`src/rtl/acws_pkg.sv`:
```
// Shared types, codes and constants of the ADC channel window statistics block.
`timescale 1ns / 1ps
`default_nettype none
package acws_pkg;

  localparam int CHANNELS_DEF      = 8;
  localparam int HISTORY_DEPTH_DEF = 8;

  localparam int CMD_W    = 2;
  localparam int CH_W     = 3;
  localparam int SAMPLE_W = 8;
  localparam int KIND_W   = 3;

  localparam logic [SAMPLE_W-1:0] FULL_SCALE = 8'hFF;

  // The average quotient is at most eight bits wide.
  localparam int             QUO_W   = 8;

  typedef enum logic [CMD_W-1:0] {
    CMD_SAMPLE  = 2'd0,
    CMD_QUERY   = 2'd1,
    CMD_RST_MAX = 2'd2,
    CMD_RST_MIN = 2'd3
  } cmd_e;

  typedef enum logic [KIND_W-1:0] {
    Q_CURRENT = 3'd0,
    Q_WIN_AVG = 3'd1,
    Q_WIN_MAX = 3'd2,
    Q_WIN_MIN = 3'd3,
    Q_MAX_ALL = 3'd4,
    Q_MIN_ALL = 3'd5
  } query_e;

  typedef enum logic [2:0] {
    ST_CLEAR,
    ST_IDLE,
    ST_EXEC,
    ST_WALK,
    ST_DRAIN,
    ST_DIVIDE,
    ST_RESULT
  } state_e;

  typedef struct packed {
    logic clear_step;
    logic load;
    logic exec;
    logic walk_step;
    logic div_step;
    logic result_load;
  } ctl_cmd_t;

  typedef struct packed {
    logic clear_done;
    logic is_query;
    logic need_walk;
    logic is_avg;
    logic walk_last;
    logic out_free;
  } ctl_sts_t;

endpackage
`default_nettype wire

```
`src/rtl/acws_ram.sv`:
```
// Generic single-port RAM with registered read data.
`timescale 1ns / 1ps
`default_nettype none
module acws_ram #(
  parameter int WIDTH = 8,
  parameter int DEPTH = 64
) (
  input  wire logic                     clk_i,
  input  wire logic                     we_i,
  input  wire logic [$clog2(DEPTH)-1:0] addr_i,
  input  wire logic [WIDTH-1:0]         wdata_i,
  output logic      [WIDTH-1:0]         rdata_o
);

  logic [WIDTH-1:0] mem_q [DEPTH];

  always_ff @(posedge clk_i) begin
    if (we_i) begin
      mem_q[addr_i] <= wdata_i;
    end
    rdata_o <= mem_q[addr_i];
  end

endmodule
`default_nettype wire

```
`src/rtl/acws_ctrl.sv`:
```
// Controller state machine: sequences clearing, item execution, window walk and division.
`timescale 1ns / 1ps
`default_nettype none
module acws_ctrl (
  input  wire logic               clk_i,
  input  wire logic               rst_ni,
  input  wire logic               in_valid_i,
  output logic                    in_ready_o,
  input  wire acws_pkg::ctl_sts_t sts_i,
  output acws_pkg::ctl_cmd_t      cmd_o
);

  acws_pkg::state_e state_q, state_d;

  always_ff @(posedge clk_i or negedge rst_ni) begin
    if (!rst_ni) begin
      state_q <= acws_pkg::ST_CLEAR;
    end else begin
      state_q <= state_d;
    end
  end

  always_comb begin
    state_d    = state_q;
    cmd_o      = '0;
    in_ready_o = 1'b0;
    case (state_q)
      acws_pkg::ST_CLEAR: begin
        cmd_o.clear_step = 1'b1;
        if (sts_i.clear_done) begin
          state_d = acws_pkg::ST_IDLE;
        end
      end
      acws_pkg::ST_IDLE: begin
        in_ready_o = 1'b1;
        cmd_o.load = in_valid_i;
        if (in_valid_i) begin
          state_d = acws_pkg::ST_EXEC;
        end
      end
      acws_pkg::ST_EXEC: begin
        cmd_o.exec = 1'b1;
        if (!sts_i.is_query) begin
          state_d = acws_pkg::ST_IDLE;
        end else if (sts_i.need_walk) begin
          state_d = acws_pkg::ST_WALK;
        end else begin
          state_d = acws_pkg::ST_RESULT;
        end
      end
      acws_pkg::ST_WALK: begin
        cmd_o.walk_step = 1'b1;
        if (sts_i.walk_last) begin
          state_d = acws_pkg::ST_DRAIN;
        end
      end
      acws_pkg::ST_DRAIN: begin
        // The last ring read lands here and is folded into the accumulators.
        state_d = sts_i.is_avg ? acws_pkg::ST_DIVIDE : acws_pkg::ST_RESULT;
      end
      acws_pkg::ST_DIVIDE: begin
        cmd_o.div_step = 1'b1;
        state_d        = acws_pkg::ST_RESULT;
      end
      acws_pkg::ST_RESULT: begin
        if (sts_i.out_free) begin
          cmd_o.result_load = 1'b1;
          state_d           = acws_pkg::ST_IDLE;
        end
      end
      default: begin
        state_d = acws_pkg::ST_IDLE;
      end
    endcase
  end

endmodule
`default_nettype wire

```
`src/rtl/acws_dp.sv`:
```
// Datapath: per-channel registers, sample ring memory, window accumulators, divider, output register.
`timescale 1ns / 1ps
`default_nettype none
module acws_dp #(
  parameter int CHANNELS      = acws_pkg::CHANNELS_DEF,
  parameter int HISTORY_DEPTH = acws_pkg::HISTORY_DEPTH_DEF
) (
  input  wire logic                            clk_i,
  input  wire logic                            rst_ni,
  input  wire acws_pkg::ctl_cmd_t              cmd_i,
  output acws_pkg::ctl_sts_t                   sts_o,
  input  wire logic [acws_pkg::CMD_W-1:0]      in_command_i,
  input  wire logic [acws_pkg::CH_W-1:0]       in_channel_i,
  input  wire logic [acws_pkg::SAMPLE_W-1:0]   in_sample_i,
  input  wire logic [acws_pkg::KIND_W-1:0]     in_kind_i,
  output logic                                 out_valid_o,
  input  wire logic                            out_ready_i,
  output logic      [acws_pkg::SAMPLE_W-1:0]   out_value_o,
  output logic                                 out_bad_o
);

  localparam int RAM_DEPTH = CHANNELS * HISTORY_DEPTH;
  localparam int ADDR_W    = (RAM_DEPTH > 1) ? $clog2(RAM_DEPTH) : 1;
  localparam int CH_IW     = (CHANNELS > 1) ? $clog2(CHANNELS) : 1;
  localparam int IDX_W     = $clog2(HISTORY_DEPTH);
  localparam int SUM_W     = acws_pkg::SAMPLE_W + IDX_W;
  localparam int SW        = acws_pkg::SAMPLE_W;

  // The average is the window sum times a rounded-up reciprocal of the depth,
  // shifted down; the shift is wide enough to be exact for every SUM_W-bit sum.
  localparam int RECIP_SH = SUM_W + IDX_W;
  localparam int RECIP_W  = SUM_W + 1;
  localparam int PROD_W   = SUM_W + RECIP_W;
  localparam logic [RECIP_W-1:0] RECIP =
    RECIP_W'(((longint'(1) << RECIP_SH) + HISTORY_DEPTH - 1) / HISTORY_DEPTH);

  // Item registers.
  acws_pkg::cmd_e             cmd_q;
  logic [acws_pkg::CH_W-1:0]   ch_q;
  logic [SW-1:0]               smp_q;
  logic [acws_pkg::KIND_W-1:0] kind_q;

  // Per-channel state.
  logic [IDX_W-1:0] wr_idx_q [CHANNELS];
  logic [SW-1:0]    cur_q    [CHANNELS];
  logic [SW-1:0]    hi_q     [CHANNELS];
  logic [SW-1:0]    lo_q     [CHANNELS];

  logic [ADDR_W-1:0]  clr_q;
  logic [IDX_W-1:0]   walk_q;
  logic               rd_vld_q;
  logic [SUM_W-1:0]   acc_q;
  logic [SW-1:0]      wmax_q;
  logic [SW-1:0]      wmin_q;
  logic [acws_pkg::QUO_W-1:0] quo_q;

  logic               present;
  logic [CH_IW-1:0]   ch_idx;
  logic [ADDR_W-1:0]  base;
  logic               ram_we;
  logic [ADDR_W-1:0]  ram_addr;
  logic [SW-1:0]      ram_wdata;
  logic [SW-1:0]      ram_rdata;
  logic               do_sample;
  logic [PROD_W-1:0]  avg_prod;
  logic [SW-1:0]      res_value;
  logic               res_bad;
  logic               out_valid_q;
  logic [SW-1:0]      out_value_q;
  logic               out_bad_q;

  assign present = int'(ch_q) < CHANNELS;
  assign ch_idx  = CH_IW'(ch_q);
  assign base    = ADDR_W'(int'(ch_idx) * HISTORY_DEPTH);
  assign do_sample = cmd_i.exec && present && (cmd_q == acws_pkg::CMD_SAMPLE);

  always_ff @(posedge clk_i) begin
    if (cmd_i.load) begin
      cmd_q  <= acws_pkg::cmd_e'(in_command_i);
      ch_q   <= in_channel_i;
      smp_q  <= in_sample_i;
      kind_q <= in_kind_i;
    end
  end

  always_ff @(posedge clk_i or negedge rst_ni) begin
    if (!rst_ni) begin
      for (int i = 0; i < CHANNELS; i++) begin
        wr_idx_q[i] <= '0;
        cur_q[i]    <= '0;
        hi_q[i]     <= '0;
        lo_q[i]     <= acws_pkg::FULL_SCALE;
      end
    end else if (cmd_i.exec && present) begin
      case (cmd_q)
        acws_pkg::CMD_SAMPLE: begin
          cur_q[ch_idx] <= smp_q;
          if (smp_q > hi_q[ch_idx]) begin
            hi_q[ch_idx] <= smp_q;
          end
          if (smp_q < lo_q[ch_idx]) begin
            lo_q[ch_idx] <= smp_q;
          end
          if (wr_idx_q[ch_idx] == IDX_W'(HISTORY_DEPTH - 1)) begin
            wr_idx_q[ch_idx] <= '0;
          end else begin
            wr_idx_q[ch_idx] <= wr_idx_q[ch_idx] + 1'b1;
          end
        end
        acws_pkg::CMD_RST_MAX: hi_q[ch_idx] <= '0;
        acws_pkg::CMD_RST_MIN: lo_q[ch_idx] <= acws_pkg::FULL_SCALE;
        default: ;
      endcase
    end
  end

  // The clearing pass zeroes the ring one entry per cycle after reset.
  always_ff @(posedge clk_i or negedge rst_ni) begin
    if (!rst_ni) begin
      clr_q    <= '0;
      rd_vld_q <= 1'b0;
    end else begin
      rd_vld_q <= cmd_i.walk_step;
      if (cmd_i.clear_step) begin
        clr_q <= clr_q + 1'b1;
      end
    end
  end

  always_comb begin
    ram_we    = cmd_i.clear_step || do_sample;
    ram_wdata = cmd_i.clear_step ? '0 : smp_q;
    if (cmd_i.clear_step) begin
      ram_addr = clr_q;
    end else if (cmd_i.walk_step) begin
      ram_addr = base + ADDR_W'(walk_q);
    end else begin
      ram_addr = base + ADDR_W'(wr_idx_q[ch_idx]);
    end
  end

  acws_ram #(
    .WIDTH (SW),
    .DEPTH (RAM_DEPTH)
  ) u_ring (
    .clk_i   (clk_i),
    .we_i    (ram_we),
    .addr_i  (ram_addr),
    .wdata_i (ram_wdata),
    .rdata_o (ram_rdata)
  );

  assign avg_prod = PROD_W'(acc_q) * PROD_W'(RECIP);

  always_ff @(posedge clk_i) begin
    if (cmd_i.exec) begin
      walk_q <= '0;
      acc_q  <= '0;
      wmax_q <= '0;
      wmin_q <= acws_pkg::FULL_SCALE;
      quo_q  <= '0;
    end else begin
      if (cmd_i.walk_step) begin
        walk_q <= walk_q + 1'b1;
      end
      if (rd_vld_q) begin
        acc_q <= acc_q + SUM_W'(ram_rdata);
        if (ram_rdata > wmax_q) begin
          wmax_q <= ram_rdata;
        end
        if (ram_rdata < wmin_q) begin
          wmin_q <= ram_rdata;
        end
      end
      if (cmd_i.div_step) begin
        quo_q <= acws_pkg::QUO_W'(avg_prod >> RECIP_SH);
      end
    end
  end

  always_comb begin
    res_value = '0;
    res_bad   = 1'b0;
    if (!present) begin
      res_bad = 1'b1;
    end else begin
      case (kind_q)
        acws_pkg::Q_CURRENT: res_value = cur_q[ch_idx];
        acws_pkg::Q_WIN_AVG: res_value = quo_q;
        acws_pkg::Q_WIN_MAX: res_value = wmax_q;
        acws_pkg::Q_WIN_MIN: res_value = wmin_q;
        acws_pkg::Q_MAX_ALL: res_value = hi_q[ch_idx];
        acws_pkg::Q_MIN_ALL: res_value = lo_q[ch_idx];
        default:             res_bad   = 1'b1;
      endcase
    end
  end

  always_ff @(posedge clk_i or negedge rst_ni) begin
    if (!rst_ni) begin
      out_valid_q <= 1'b0;
    end else if (cmd_i.result_load) begin
      out_valid_q <= 1'b1;
    end else if (out_ready_i) begin
      out_valid_q <= 1'b0;
    end
  end

  always_ff @(posedge clk_i) begin
    if (cmd_i.result_load) begin
      out_value_q <= res_value;
      out_bad_q   <= res_bad;
    end
  end

  assign out_valid_o = out_valid_q;
  assign out_value_o = out_value_q;
  assign out_bad_o   = out_bad_q;

  always_comb begin
    sts_o            = '0;
    sts_o.clear_done = clr_q == ADDR_W'(RAM_DEPTH - 1);
    sts_o.is_query   = cmd_q == acws_pkg::CMD_QUERY;
    sts_o.need_walk  = present && ((kind_q == acws_pkg::Q_WIN_AVG) ||
                                   (kind_q == acws_pkg::Q_WIN_MAX) ||
                                   (kind_q == acws_pkg::Q_WIN_MIN));
    sts_o.is_avg     = kind_q == acws_pkg::Q_WIN_AVG;
    sts_o.walk_last  = walk_q == IDX_W'(HISTORY_DEPTH - 1);
    sts_o.out_free   = !out_valid_q || out_ready_i;
  end

endmodule
`default_nettype wire

```
`src/rtl/adc_channel_window_statistics.sv`:
```
// Top level of the ADC channel window statistics block.
//
// Items arrive on the slave stream: tuser carries the command and the query kind,
// tdata the channel and the sample. Sample items update the channel's current value,
// running peaks and ring of the HISTORY_DEPTH latest samples; reset items restore a
// peak. Only query items produce a result item on the master stream: tdata holds the
// value, tuser the bad-query flag.
// The block works on one item at a time; tready is high only when it is free.
// Steps per item, from acceptance until the next item can be taken:
//   sample and peak reset items: execute,
//   current value and peak queries: execute, result,
//   window max and min: execute, ring walk (one ring read per cycle), drain, result,
//   window average: execute, ring walk, drain, reciprocal multiplication, result.
// A result sits in an output register; a new item is taken while it waits, and a
// further result waits only until the receiver takes the earlier one.
// After reset the ring memory is cleared one entry per cycle, all
// CHANNELS * HISTORY_DEPTH entries, during which tready stays low.
`timescale 1ns / 1ps
`default_nettype none
module adc_channel_window_statistics #(
  parameter int CHANNELS      = acws_pkg::CHANNELS_DEF,
  parameter int HISTORY_DEPTH = acws_pkg::HISTORY_DEPTH_DEF
) (
  input  wire logic        clk_i,
  input  wire logic        rst_ni,
  input  wire logic        s_axis_tvalid_i,
  output logic             s_axis_tready_o,
  input  wire logic [15:0] s_axis_tdata_i,  // channel [2:0], sample [10:3], zero [15:11]
  input  wire logic [4:0]  s_axis_tuser_i,  // command [1:0], query_kind [4:2]
  output logic             m_axis_tvalid_o,
  input  wire logic        m_axis_tready_i,
  output logic      [7:0]  m_axis_tdata_o,  // value [7:0]
  output logic      [0:0]  m_axis_tuser_o   // bad_query [0]
);

  acws_pkg::ctl_cmd_t cmd;
  acws_pkg::ctl_sts_t sts;

  acws_ctrl u_ctrl (
    .clk_i      (clk_i),
    .rst_ni     (rst_ni),
    .in_valid_i (s_axis_tvalid_i),
    .in_ready_o (s_axis_tready_o),
    .sts_i      (sts),
    .cmd_o      (cmd)
  );

  acws_dp #(
    .CHANNELS      (CHANNELS),
    .HISTORY_DEPTH (HISTORY_DEPTH)
  ) u_dp (
    .clk_i        (clk_i),
    .rst_ni       (rst_ni),
    .cmd_i        (cmd),
    .sts_o        (sts),
    .in_command_i (s_axis_tuser_i[1:0]),
    .in_channel_i (s_axis_tdata_i[2:0]),
    .in_sample_i  (s_axis_tdata_i[10:3]),
    .in_kind_i    (s_axis_tuser_i[4:2]),
    .out_valid_o  (m_axis_tvalid_o),
    .out_ready_i  (m_axis_tready_i),
    .out_value_o  (m_axis_tdata_o),
    .out_bad_o    (m_axis_tuser_o[0])
  );

endmodule
`default_nettype wire

```
`config.mk`:
```
export PLATFORM = sky130hd
export DESIGN_NAME = adc_channel_window_statistics
export DESIGN_NICKNAME = d
export VERILOG_FILES = /design/src/rtl/acws_pkg.sv /design/src/rtl/acws_ram.sv /design/src/rtl/acws_ctrl.sv /design/src/rtl/acws_dp.sv /design/src/rtl/adc_channel_window_statistics.sv
export SDC_FILE = /design/constraint.sdc
export NUM_CORES = 1
export LEC_CHECK = 0
export BUFFER_PORTS_ARGS = -buffer_cell sky130_fd_sc_hd__buf_2
export CAP_MARGIN = 30
export CORE_MARGIN = 2
export CORE_UTILIZATION = 30
export CTS_CLUSTER_DIAMETER = 150
export DETAILED_ROUTE_END_ITERATION = 10
export PLACE_DENSITY = 0.48
export SLEW_MARGIN = 30
export SYNTH_ARGS = -nofsm -noshare
export SYNTH_HDL_FRONTEND = slang
export SYNTH_SLANG_ARGS = --single-unit
```
`constraint.sdc`:
```
create_clock -name clk_i -period 4.45 [get_ports clk_i]
set_input_delay 1.1125 -clock clk_i [delete_from_list [all_inputs] [get_ports clk_i]]
set_output_delay 1.1125 -clock clk_i [all_outputs]
set_load 0.005 [all_outputs]
```
==> results.cfg <==
[place]
pre_cts_ws_ns = 0.167
dp.cells = 3774
place_congestion = 0.833
port_buffers = 30
place_area_sq_um = 35700
hpwl_mm = 61.5

[timing]
post-route-period-util = 0.958
worst_slew_pin_slew_ns = 0.952
maxSlewViolCount = 0
skew_ns = 0.0450
final.setup.worst_slack_ns = 0.189
rsz0062_at_grt = false
finalSetupTns_ns = 0
hold_viol_final = 0
relSlewSlack = 0.364
setup_viol = 0
max_freq_mhz = 235
finalCriticalPeriod_ns = 4.26

[finish]
final_area_sq_um = 38500
area_growth_pct = 16.6
register_area_sq_um = 22800
diodes = 0
n_fill_cell = 10409
stdcell_count = 3933
drive_gt1_frac = 0.197
multi_input_area_sq_um = 9460
nNetsFinal = 2518
fin_util = 0.353

[clock_tree]
postCtsSetupBuffers = 0
cts-resized-gates = 0
cts.hold.buffers_added = 0
numCtsBuffers = 87
root_buffer = clkbuf_16
cts_sinks = 810
tritoncts = built
clkTransAtPathRegs_ns = 0.06
cts_max_level = 3
clock_insertion_delay_worst_skew_ns = 0.67
clk_path_buf_depth = 3

[logic_synthesis]
ys_warn_count = 0
synth-seq-cells = 810
synth-edff-count = 537
netlist_area_sq_um = 33000
synth.distinct_cells = 69
syn_nets = 2407
synth-seq-area-share = 0.691
syn_avg_cell_area_sq_um = 14.1
synthArstFlopShare = 0.280
netlist_instances = 2338
synthFlopType = edfxtp_1

[grt]
globalRouteMet3Util = 0.0338
use_met1 = 0.215
grt_max_degree = 79
grt_use_met2 = 0.272
busiest_layer = met2
grtUsageTotal = 0.165
antenna_found_initial = 2
grt_pass1_wl_mm = 139
grt_overflow = 0
grt_pass1_vias = 21235

[floorplanning]
start_util = 0.303
num_rows = 121
die_w_um = 336
dieArea_sq_um = 113000
fp.dieH_um = 336
ioPinCount = 36
fp.coreArea_sq_um = 109000

[drt]
first_pass_iters = 5
post_drt_wl_per_cell_um = 23.8
drtIter0Drc = 1977
viasPerCell = 5.31
ant_nets = 0
drc_errors = 0
vias = 20868
wl_mm = 93.6

[setup_path]
startpoint_type = flop
crit_buf_inv = 2
critPathArrivalTime_ns = 4.71
slowest_delay_ns = 0.81
path_class = flop to flop
cp_top_family = simple AND/OR/NAND/NOR gates
crit_fanout = 32
end_kind = flop
slowest_stage = nor4_1
crit_chain = buf_12, mux2_1, mux4_2, o22ai_4, or2b_1, nor2_4, buf_12, a22oi_1, a41oi_1, nor4_1, nand4_1
required_ns = 4.89
crit_top_cell = buf_12

[status]
outcome = finished clean

[power_and_ir_drop]
p_leak_nw = 12.8
ir_drop_mv = 0.328
power.density_nw_per_um2 = 392

[flow_run]
max_cap_violations = 0

[worst_hold_path]
hold_class = primary input to asynchronous set/reset pin
[through the flow]
stage	total power, mW	hold WS (ns)
6_report	15.1	0.401
5_1_grt	15.5	0.435
4_1_cts	15.3	0.416
3_5_place_dp	8.17	0.464
3_3_place_gp	8.17	0.457
2_1_floorplan	8.11	0.443
[state kept, by name, indices dropped and copies added, names as in the netlist, 6 cells and up]
signal and flops:
u_dp.out_value_o 8, u_dp.lo_q 64, u_dp.clr_q 6, u_dp.cur_q 64
u_dp.quo_q 8, u_dp.wmax_q 8, u_dp.smp_q 8, u_dp.u_ring.rdata_o 8
u_dp.u_ring.mem_q 512, u_dp.hi_q 64, u_dp.acc_q 11, u_dp.wr_idx_q 24
u_dp.wmin_q 8
[per-layer routing]
| metal | up-vias | routed length, um |
|---|---|---|
| met5 | - | 0 |
| met4 | 0 | 2910 |
| met3 | 151 | 5800 |
| met2 | 650 | 44300 |
| met1 | 10660 | 40600 |
| li1 | 9407 | - |
[cell usage after synthesis (all sizes together) (5+ instances only)]
cell / number / area [sq um]
edfxtp: 537 / 16100
a22oi: 287 / 2150
dfrtp: 163 / 4080
nor2: 149 / 577
nand2: 145 / 544
clkbuf: 102 / 383
o21ai: 102 / 510
mux2: 85 / 957
dfstp: 64 / 1680
buf: 56 / 314
o32a: 56 / 561
inv: 49 / 184
dfxtp: 46 / 921
mux2i: 44 / 440
ha: 43 / 538
a21oi: 42 / 210
a41oi: 38 / 333
a22o: 30 / 263
a221oi: 29 / 254
nand4: 22 / 138
nand3: 21 / 105
nand2b: 19 / 119
nor3: 19 / 100
a31oi: 14 / 87.6
and3: 14 / 87.6
nor2b: 12 / 75.1
o22ai: 12 / 109
a21o: 11 / 82.6
and2: 11 / 68.8
nor4: 10 / 62.6
or2: 10 / 62.6
or4: 10 / 75.1
xnor2: 10 / 87.6
a311oi: 9 / 78.8
o2bb2ai: 8 / 70.1
a211oi: 5 / 37.5
a221o: 5 / 50.1
a31o: 5 / 43.8
[area by class of cell]
type | instances | share of cell area
Clock buffer | 123 | 0.0629
Timing Repair Buffer | 180 | 0.0380
Sequential cell | 810 | 0.593
Inverter | 49 | 0.00478
Multi-Input combinational cell | 1321 | 0.246
Clock inverter | 36 | 0.00988
Tap cell | 1414 | 0.0460
[layout by cell type (no fill, tap or decap), drive strengths merged, types with 19 or more instances in the layout]
| master | Yosys | routed |
|---|---|---|
| nand2b | 19 | 19 |
| a21oi | 42 | 42 |
| a22o | 30 | 30 |
| mux2i | 44 | 44 |
| ha | 43 | 43 |
| a22oi | 287 | 287 |
| buf | 56 | 180 |
| nand2 | 145 | 145 |
| clkinv | 0 | 28 |
| dfxtp | 46 | 46 |
| a41oi | 38 | 38 |
| dfrtp | 163 | 163 |
| o21ai | 102 | 102 |
| nor2 | 149 | 149 |
| edfxtp | 537 | 537 |
| nor3 | 19 | 19 |
| nand3 | 21 | 21 |
| nand4 | 22 | 22 |
| a221oi | 29 | 29 |
| inv | 49 | 53 |
| dfstp | 64 | 64 |
| o32a | 56 | 56 |
| clkbuf | 102 | 123 |
| mux2 | 85 | 85 |
[cell families (layout without fill, tap and decap cells)]
group	count (synthesis)	after routing	share of synthesized area
flip-flops	810	810	0.691
multiplexers	133	133	0.0451
buffers and inverters	207	388	0.0267
AO/OA/AOI/OAI	673	673	0.152
XOR/XNOR	11	11	0.00292
adder cells (fa/ha/maj)	44	44	0.0169
AND/OR/NAND/NOR	460	460	0.0655
[power breakdown]
part                   switching, mW  leakage (nW)  internal (mW)  total [mW]
Sequential     0.0000000000000000501          7.10           7.96        7.96
Clock                           3.05          1.36           4.01        7.07
Combinational                 0.0448          4.30        0.00997      0.0548
[worst paths after layout]
kind | from | to | slack, ns | depth (start not counted)
worst max-delay path | u_dp.ch_idx[0] | u_dp.u_ring.rdata_o[6] | 0.19 | 11
worst min-delay path | rst_ni | u_dp.hi_q[50] | 0.40 | 1
worst max register to register | u_dp.ch_idx[0] | u_dp.u_ring.rdata_o[6] | 0.19 | 11
worst min register to register | u_dp.wr_idx_q[4] | u_dp.wr_idx_q[4] | 0.47 | 2
max in group asynchronous | rst_ni | u_dp.cur_q[47] | 2.94 | 2
min in group clk_i | u_dp.wr_idx_q[4] | u_dp.wr_idx_q[4] | 0.47 | 2
(Power assumes the default switching activity.)
